--- src/rtl/zbst_pkg.sv ---
// Shared types and codes for the zoned bell schedule timer.
`default_nettype none

package zbst_pkg;

    // Command codes carried in the command field.
    localparam logic [1:0] CMD_TICK     = 2'd0;
    localparam logic [1:0] CMD_WR_SCHED = 2'd1;
    localparam logic [1:0] CMD_WR_HOL   = 2'd2;
    localparam logic [1:0] CMD_RESYNC   = 2'd3;

    // Weekend day codes.
    localparam logic [2:0] WDAY_SUNDAY   = 3'd0;
    localparam logic [2:0] WDAY_SATURDAY = 3'd6;

    typedef struct packed {
        logic [1:0]  command;
        logic [11:0] now_hhmm;
        logic [2:0]  week_day;
        logic [4:0]  month_day;
        logic [3:0]  month_number;
        logic [5:0]  entry_index;
        logic [11:0] entry_time;
        logic [1:0]  entry_zone;
        logic [7:0]  entry_duration;
        logic [4:0]  holiday_day_in;
        logic [3:0]  holiday_month_in;
    } in_item_t;

    typedef struct packed {
        logic        bell_on;
        logic [5:0]  next_slot;
        logic [11:0] next_time;
        logic        off_day;
    } out_item_t;

    typedef struct packed {
        logic [11:0] ring_time;
        logic [1:0]  zone;
        logic [7:0]  length;
    } sched_entry_t;

    typedef struct packed {
        logic [4:0] day;
        logic [3:0] month;
    } hol_entry_t;

endpackage

`default_nettype wire

--- src/rtl/zoned_bell_schedule_timer.sv ---
// Top level of the zoned bell schedule timer: tables, sequencer and result register.
`default_nettype none

// Channel  | Ports                          | Direction | Moves
// ---------+--------------------------------+-----------+---------------------------------
// input    | s_valid, s_ready, s_data       | in        | one command transaction
// result   | m_valid, m_ready, m_data       | out       | one status transaction per input
// config   | cfg_valid, cfg_ready, cfg_data | in        | circuit_zone register write
//
// One command occupies the block from acceptance until its result is loaded.
// A write scans the holiday table, then reads the awaited entry and loads the result. A
// resync searches the schedule table before the holiday scan, and a tick reads the awaited
// entry and decides on the ring after the holiday scan; when a ring ends, the next entry is
// searched. Each table has a single read port, which the sequencer walks one entry per cycle.
// Reset is synchronous and active low; the tables read as cleared through per-entry
// valid bits, so no clearing pass is needed. A stalled result holds the block in its
// last step until the result register frees up; the config port is always ready.

module zoned_bell_schedule_timer #(
    parameter int SLOTS         = 64,
    parameter int HOLIDAY_SLOTS = 32
) (
    input  wire                  aclk,
    input  wire                  aresetn,
    input  wire                  s_valid,
    output logic                 s_ready,
    input  zbst_pkg::in_item_t   s_data,
    output logic                 m_valid,
    input  wire                  m_ready,
    output zbst_pkg::out_item_t  m_data,
    input  wire                  cfg_valid,
    output logic                 cfg_ready,
    input  wire [1:0]            cfg_data
);
    import zbst_pkg::*;

    // Index widths for each table and for the shared scan counter, which must
    // reach the table depth itself to mark the final compare cycle.
    localparam int SW   = $clog2(SLOTS);
    localparam int HW   = (HOLIDAY_SLOTS > 1) ? $clog2(HOLIDAY_SLOTS) : 1;
    localparam int MAXN = (SLOTS > HOLIDAY_SLOTS) ? SLOTS : HOLIDAY_SLOTS;
    localparam int CW   = $clog2(MAXN + 1);

    // Sequencer states.
    localparam logic [2:0] ST_IDLE  = 3'd0;  // waiting for a command
    localparam logic [2:0] ST_SSCAN = 3'd1;  // schedule search (resync or advance)
    localparam logic [2:0] ST_HSCAN = 3'd2;  // holiday table scan
    localparam logic [2:0] ST_TREAD = 3'd3;  // read the awaited entry for a tick
    localparam logic [2:0] ST_TDEC  = 3'd4;  // tick decision
    localparam logic [2:0] ST_FREAD = 3'd5;  // read the awaited entry for the result
    localparam logic [2:0] ST_FOUT  = 3'd6;  // load the result register

    logic [2:0]    state_reg, state_next;
    logic [CW-1:0] cnt_reg, cnt_next;
    in_item_t      item_reg, item_next;
    logic [1:0]    zone_cfg_reg;
    logic [SW-1:0] cur_reg, cur_next;
    logic [7:0]    rc_reg, rc_next;
    logic          ring_reg, ring_next;
    logic          off_reg, off_next;
    logic          found_reg, found_next;
    logic [SW-1:0] fidx_reg, fidx_next;
    logic          adv_reg, adv_next;
    out_item_t     out_reg, out_next;
    logic          m_valid_reg, m_valid_next;

    // Schedule table: one write port (at acceptance) and one registered read port.
    sched_entry_t  sched_mem_reg [SLOTS];
    logic [SLOTS-1:0] sched_vld_reg;
    sched_entry_t  sched_rd_reg;
    logic          sched_rdv_reg;
    logic          sched_wr_en;
    logic [SW-1:0] sched_wa;
    logic          sched_rd_en;
    logic [SW-1:0] sched_ra;
    sched_entry_t  sched_q;

    // Holiday table, same arrangement.
    hol_entry_t    hol_mem_reg [HOLIDAY_SLOTS];
    logic [HOLIDAY_SLOTS-1:0] hol_vld_reg;
    hol_entry_t    hol_rd_reg;
    logic          hol_rdv_reg;
    logic          hol_wr_en;
    logic [HW-1:0] hol_wa;
    logic          hol_rd_en;
    logic [HW-1:0] hol_ra;
    hol_entry_t    hol_q;

    logic          s_acc;
    logic [SW-1:0] scan_k;
    logic          scan_match;
    logic          scan_hit;
    logic [SW-1:0] scan_pick;
    logic          hol_hit;

    assign s_ready   = (state_reg == ST_IDLE);
    assign s_acc     = s_valid && s_ready;
    assign cfg_ready = 1'b1;
    assign m_valid   = m_valid_reg;
    assign m_data    = out_reg;

    // Table writes happen in the acceptance cycle, straight from the input.
    assign sched_wr_en = s_acc && (s_data.command == CMD_WR_SCHED) &&
                         (32'(s_data.entry_index) < SLOTS);
    assign sched_wa    = SW'(s_data.entry_index);
    assign hol_wr_en   = s_acc && (s_data.command == CMD_WR_HOL) &&
                         (32'(s_data.entry_index) < HOLIDAY_SLOTS);
    assign hol_wa      = HW'(s_data.entry_index);

    // An entry never written reads as the cleared value.
    assign sched_q = sched_rdv_reg ? sched_rd_reg : '0;
    assign hol_q   = hol_rdv_reg ? hol_rd_reg : '0;

    always_ff @(posedge aclk) begin
        if (sched_wr_en) begin
            sched_mem_reg[sched_wa] <= '{ring_time: s_data.entry_time,
                                         zone:      s_data.entry_zone,
                                         length:    s_data.entry_duration};
        end
        if (sched_rd_en) begin
            sched_rd_reg  <= sched_mem_reg[sched_ra];
            sched_rdv_reg <= sched_vld_reg[sched_ra];
        end
        if (hol_wr_en) begin
            hol_mem_reg[hol_wa] <= '{day: s_data.holiday_day_in,
                                     month: s_data.holiday_month_in};
        end
        if (hol_rd_en) begin
            hol_rd_reg  <= hol_mem_reg[hol_ra];
            hol_rdv_reg <= hol_vld_reg[hol_ra];
        end
    end

    always_ff @(posedge aclk) begin
        if (!aresetn) begin
            sched_vld_reg <= '0;
            hol_vld_reg   <= '0;
        end else begin
            if (sched_wr_en) begin
                sched_vld_reg[sched_wa] <= 1'b1;
            end
            if (hol_wr_en) begin
                hol_vld_reg[hol_wa] <= 1'b1;
            end
        end
    end

    // The scan counter runs one ahead of the compare: at count n the read of
    // entry n is issued while entry n-1 is compared.
    assign scan_k = SW'(cnt_reg - CW'(1));

    // Shared compare unit for both schedule searches. Resync looks for the first
    // own-zone entry at or after now; advance for the first own-zone entry past
    // the awaited slot.
    always_comb begin
        scan_match = (sched_q.zone == zone_cfg_reg) &&
                     (adv_reg ? (scan_k > cur_reg)
                              : (sched_q.ring_time >= item_reg.now_hhmm));
    end
    assign scan_hit  = (cnt_reg != '0) && scan_match;
    assign scan_pick = found_reg ? fidx_reg : scan_k;

    // A holiday entry counts only when both of its fields are in use.
    assign hol_hit = (cnt_reg != '0) && (hol_q.day != '0) && (hol_q.month != '0) &&
                     (hol_q.day == item_reg.month_day) &&
                     (hol_q.month == item_reg.month_number);

    always_comb begin
        state_next   = state_reg;
        cnt_next     = cnt_reg;
        item_next    = item_reg;
        cur_next     = cur_reg;
        rc_next      = rc_reg;
        ring_next    = ring_reg;
        off_next     = off_reg;
        found_next   = found_reg;
        fidx_next    = fidx_reg;
        adv_next     = adv_reg;
        out_next     = out_reg;
        m_valid_next = m_valid_reg;
        sched_rd_en  = 1'b0;
        sched_ra     = SW'(cnt_reg);
        hol_rd_en    = 1'b0;
        hol_ra       = HW'(cnt_reg);

        if (m_valid_reg && m_ready) begin
            m_valid_next = 1'b0;
        end

        case (state_reg)
            ST_IDLE: begin
                if (s_acc) begin
                    item_next  = s_data;
                    cnt_next   = '0;
                    found_next = 1'b0;
                    off_next   = (s_data.week_day == WDAY_SUNDAY) ||
                                 (s_data.week_day == WDAY_SATURDAY);
                    if (s_data.command == CMD_RESYNC) begin
                        adv_next   = 1'b0;
                        state_next = ST_SSCAN;
                    end else begin
                        state_next = ST_HSCAN;
                    end
                end
            end
            ST_SSCAN: begin
                if (cnt_reg < CW'(SLOTS)) begin
                    sched_rd_en = 1'b1;
                end
                if (scan_hit && !found_reg) begin
                    found_next = 1'b1;
                    fidx_next  = scan_k;
                end
                if (cnt_reg == CW'(SLOTS)) begin
                    cur_next = (found_reg || scan_hit) ? scan_pick : '0;
                    cnt_next = '0;
                    if (adv_reg) begin
                        state_next = ST_FREAD;
                    end else begin
                        // Resync drops any ring in progress.
                        rc_next    = '0;
                        ring_next  = 1'b0;
                        state_next = ST_HSCAN;
                    end
                end else begin
                    cnt_next = cnt_reg + CW'(1);
                end
            end
            ST_HSCAN: begin
                if (cnt_reg < CW'(HOLIDAY_SLOTS)) begin
                    hol_rd_en = 1'b1;
                end
                if (hol_hit) begin
                    off_next = 1'b1;
                end
                if (cnt_reg == CW'(HOLIDAY_SLOTS)) begin
                    state_next = (item_reg.command == CMD_TICK) ? ST_TREAD : ST_FREAD;
                end else begin
                    cnt_next = cnt_reg + CW'(1);
                end
            end
            ST_TREAD: begin
                sched_rd_en = 1'b1;
                sched_ra    = cur_reg;
                state_next  = ST_TDEC;
            end
            ST_TDEC: begin
                state_next = ST_FREAD;
                if (!ring_reg) begin
                    if (!off_reg && (sched_q.ring_time == item_reg.now_hhmm) &&
                        (sched_q.zone == zone_cfg_reg)) begin
                        ring_next = 1'b1;
                    end
                end else begin
                    rc_next = rc_reg + 8'd1;
                    if (rc_reg == sched_q.length) begin
                        rc_next    = '0;
                        ring_next  = 1'b0;
                        adv_next   = 1'b1;
                        found_next = 1'b0;
                        cnt_next   = '0;
                        state_next = ST_SSCAN;
                    end
                end
            end
            ST_FREAD: begin
                sched_rd_en = 1'b1;
                sched_ra    = cur_reg;
                state_next  = ST_FOUT;
            end
            ST_FOUT: begin
                if (!m_valid_reg || m_ready) begin
                    out_next = '{bell_on:   ring_reg,
                                 next_slot: 6'(cur_reg),
                                 next_time: sched_q.ring_time,
                                 off_day:   off_reg};
                    m_valid_next = 1'b1;
                    state_next   = ST_IDLE;
                end
            end
            default: begin
                state_next = ST_IDLE;
            end
        endcase
    end

    always_ff @(posedge aclk) begin
        if (!aresetn) begin
            state_reg    <= ST_IDLE;
            cnt_reg      <= '0;
            zone_cfg_reg <= '0;
            cur_reg      <= '0;
            rc_reg       <= '0;
            ring_reg     <= 1'b0;
            off_reg      <= 1'b0;
            found_reg    <= 1'b0;
            fidx_reg     <= '0;
            adv_reg      <= 1'b0;
            m_valid_reg  <= 1'b0;
        end else begin
            state_reg   <= state_next;
            cnt_reg     <= cnt_next;
            cur_reg     <= cur_next;
            rc_reg      <= rc_next;
            ring_reg    <= ring_next;
            off_reg     <= off_next;
            found_reg   <= found_next;
            fidx_reg    <= fidx_next;
            adv_reg     <= adv_next;
            m_valid_reg <= m_valid_next;
            if (cfg_valid && cfg_ready) begin
                zone_cfg_reg <= cfg_data;
            end
        end
    end

    always_ff @(posedge aclk) begin
        item_reg <= item_next;
        out_reg  <= out_next;
    end

endmodule

`default_nettype wire

--- config.mk ---
export PLATFORM = sky130hd
export DESIGN_NAME = zoned_bell_schedule_timer
export DESIGN_NICKNAME = d
export VERILOG_FILES = /design/src/rtl/zbst_pkg.sv /design/src/rtl/zoned_bell_schedule_timer.sv
export SDC_FILE = /design/constraint.sdc
export NUM_CORES = 2
export LEC_CHECK = 0
export BUFFER_PORTS_ARGS = -buffer_cell sky130_fd_sc_hd__buf_2
export CAP_MARGIN = 25
export CELL_PAD_IN_SITES_DETAIL_PLACEMENT = 0
export CELL_PAD_IN_SITES_GLOBAL_PLACEMENT = 1
export CORE_ASPECT_RATIO = 0.9
export CORE_UTILIZATION = 55
export DETAILED_ROUTE_END_ITERATION = 12
export PLACE_DENSITY_LB_ADDON = 0.1
export SKIP_CTS_REPAIR_TIMING = 1
export SKIP_LAST_GASP = 1
export SYNTH_ARGS = -nofsm -noshare
export SYNTH_HDL_FRONTEND = slang
export SYNTH_SLANG_ARGS = --single-unit
export TNS_END_PERCENT = 100
--- constraint.sdc ---
create_clock -name aclk -period 8.6 [get_ports aclk]
set_clock_uncertainty 0.05 [all_clocks]
set_input_delay 0.86 -clock aclk [delete_from_list [all_inputs] [get_ports aclk]]
set_output_delay 0.86 -clock aclk [all_outputs]
set_load 0.01 [all_outputs]
==> results by group <==
Placed design
  • Hpwl dp: 129 mm
  • I/O Buffers: 91
  • Final GP Congestion: 0.867

Synth
  • Top-area cell type share of the netlist area: 0.697
  • Seq/Total Area, Yosys: 0.731
  • Post-synth ARST share: 0
  • Post-synth EDFFs: 1772
  • Synth Cell Area: 0.0764 sq mm
  • Synth warn: 0
  • Synth top area cells: edfxtp_1 (70%), mux2i_1 (8.5%), dfxtp_1 (3.5%)
  • Post-synthesis cell type count: 65
  • Yosys reg bits: 1905
  • Top-count cell post-synth: edfxtp_1
  • Post-synth top flop: edfxtp_1
  • Synth area leader: edfxtp_1
  • Cell count after synthesis: 4693
  • Avg Cell Area, Syn: 16.3 sq um
  • Synth cell count leaders: edfxtp_1 (1772), mux2i_1 (649), o22ai_1 (284), nor2_1 (275), nand2_1 (252)
  • Syn Nets: 4785

Critical path
  • CP required: 9020 ps
  • Worst r2r path cells: 10
  • Reg2Reg Setup Slack: 2780 ps
  • Worst EP arrival: 6240 ps
  • Crit. End Element: flip-flop
  • Worst Setup Start Kind: flip-flop
  • Reg2reg end: sched_rd_reg[12]
  • Reg2reg start: state_reg[2]
  • Worst Path Max Fanout: 94
  • Critical path class: flip-flop to flip-flop

Hold path
  • Hold Path Depth: 1
  • Min-Delay Path Class: input pin to flip-flop
  • Hold EP: item_reg[54]
  • Hold wc startpoint: s_data[54]

Floorplanning
  • Core ar.: 0.138 sq mm
  • Rows: 129
  • Initial Utilization: 0.555
  • IO Pins: 93
  • Die width: 395 um
  • Die area: 0.140 sq mm
  • Die Ht: 356 um

Detailed routing
  • Residual DRC: 0
  • Wire length per cell: 31.8 um
  • DRT Pass-1 Iters: 6
  • ANT nets after route: 0
  • Vias per Instance: 6.50
  • DRT iter0 DRCs: 6013
  • Routed vias: 44.3k
  • WL final: 217 mm

Layout
  • Flip-flop count of the largest register after layout: 1408
  • Area delta synth->final: 12.3%
  • Share of layout cells above drive strength 1: 0.148
  • Filler cell count: 9877
  • Nets@finish: 4923
  • Final Core Density: 0.623

Global routing
  • Initial antenna violation count: 14
  • Largest net degree at the start of global routing: 130
  • Global-route wire length before repair: 308 mm
  • Vias in the first global route: 41.7k
  • Total GRT Usage: 0.308
  • Grt ovf: 0

STA
  • Fin. max-slew vios: 0
  • Fin Hold WS: 178 ps
  • Max frequency: 0.172 GHz
  • RSZ-0062 raised after global routing: false
  • Final setup TNS: 0 ps
  • Slew @ Worst Pin: 1180 ps
  • Relative slew slack: 0.213
  • Final setup fails: 0
  • Tmin final: 5820 ps
  • Period utilisation layout: 0.677
  • Final count of hold timing violations: 0

Flow run
  • Total of max-cap violations: 0

Power and ir drop
  • Peak VDD IR: 0.233 mV
  • PwrDens: 261 mW/mm^2
  • Lkg Pwr: 26.2 nW

CTS
  • TritonCTS clock tree: done
  • Worst skew pair latency: 810 ps
  • CTS Buffer Depth: 3
  • # clock sinks: 1905
  • CTS clk-pin slew, worst paths: 60 ps
  • CTS buffer count: 186
  • H-tree depth: 4
  • Root buffer cell: clkbuf_16

Run status
  • Status: finished clean
-- layout by cell type (no fill, tap or decap), types with 17 or more instances in the layout --
master        n
clkbuf_1     62
o2111ai_1    26
buf_4       152
o22ai_1     282
o21a_1       36
nand3_1      17
inv_1        30
edfxtp_1   1772
clkinv_2     30
o31ai_1      47
nor4_1       29
clkbuf_16   189
nand2b_1     97
nand2_1     247
ha_1         22
o41ai_1      21
buf_2        92
o221ai_1     46
nor2_4       33
a211oi_1     95
o22a_1       46
nor2_1      209
mux2i_1     649
clkinv_1     28
o21ai_0      22
a21oi_1     113
a311oi_1     93
mux4_2      100
nor2_2       34
dfxtp_1     128
-- cells by family after synthesis --
group           Yosys count  share of synthesized area
mux                     759                      0.116
buf+inv                 355                     0.0202
fa+ha+maj                22                    0.00360
other cells               1                  0.0000491
xor+xnor                 25                    0.00336
compound gates          877                     0.0813
flops                  1905                      0.731
simple gates            749                     0.0440
-- through the flow --
stage / area (sq um) / setup slack, ps / cells / power, mW
2_1_floorplan: 76400 / 4580 / 4693 / 13.5
3_3_place_gp: 79400 / 2550 / 6448 / 14.7
3_5_place_dp: 80000 / 3060 / 6474 / 14.8
4_1_cts: 85800 / 2980 / 6813 / 22.5
5_1_grt: 85800 / 2710 / 6816 / 23.1
6_report: 85800 / 2780 / 6818 / 22.4
-- per-layer routing --
metal,global-route usage,part of all wire,vias up
met2,0.467,0.45,2218
met3,0.0593,0.10,291
li1,-,-,19000
met5,0,0.00018,-
met1,0.459,0.42,22800
met4,0.0845,0.027,8
-- area by class of cell --
cell class,instances,area (sq um),share of cell area
Clock inverter,75,616,0.00718
Timing Repair Buffer,272,2240,0.0262
Clock buffer,264,5140,0.0599
Multi-Input combinational cell,2433,19500,0.227
Antenna cell,2,5.00,0.0000583
Sequential cell,1905,55900,0.651
Tap cell,1834,2290,0.0267
Inverter,33,126,0.00147
-- where the power goes --
part	internal, mW	switching [mW]	total (mW)
logic	1.53	2.63	4.16
clock network	4.39	3.39	7.78
registers	10.3	0.200	10.5
-- worst max-delay path: stages, from the launching register on --
cell,delay [ps]
dfxtp_1,880
xnor2_4,170
buf_4,360
nor2_4,130
o21ai_4,830
buf_4,620
buf_12,580
mux2i_1,300
o22ai_1,180
o31ai_1,930
o2111ai_1,270
-- worst max-delay path by stage --
stage,start,to,slack [ps]
4_1_cts,state_reg[2],sched_rd_reg[12],2980
5_1_grt,state_reg[2],sched_rd_reg[12],2710
2_1_floorplan,state_reg[1],sched_mem_reg[10][0],4580
6_report,state_reg[2],sched_rd_reg[12],2780
3_5_place_dp,state_reg[2],sched_rd_reg[12],3060
3_3_place_gp,state_reg[2],sched_rd_reg[0],2550
Power figures use the tool's default switching activity.
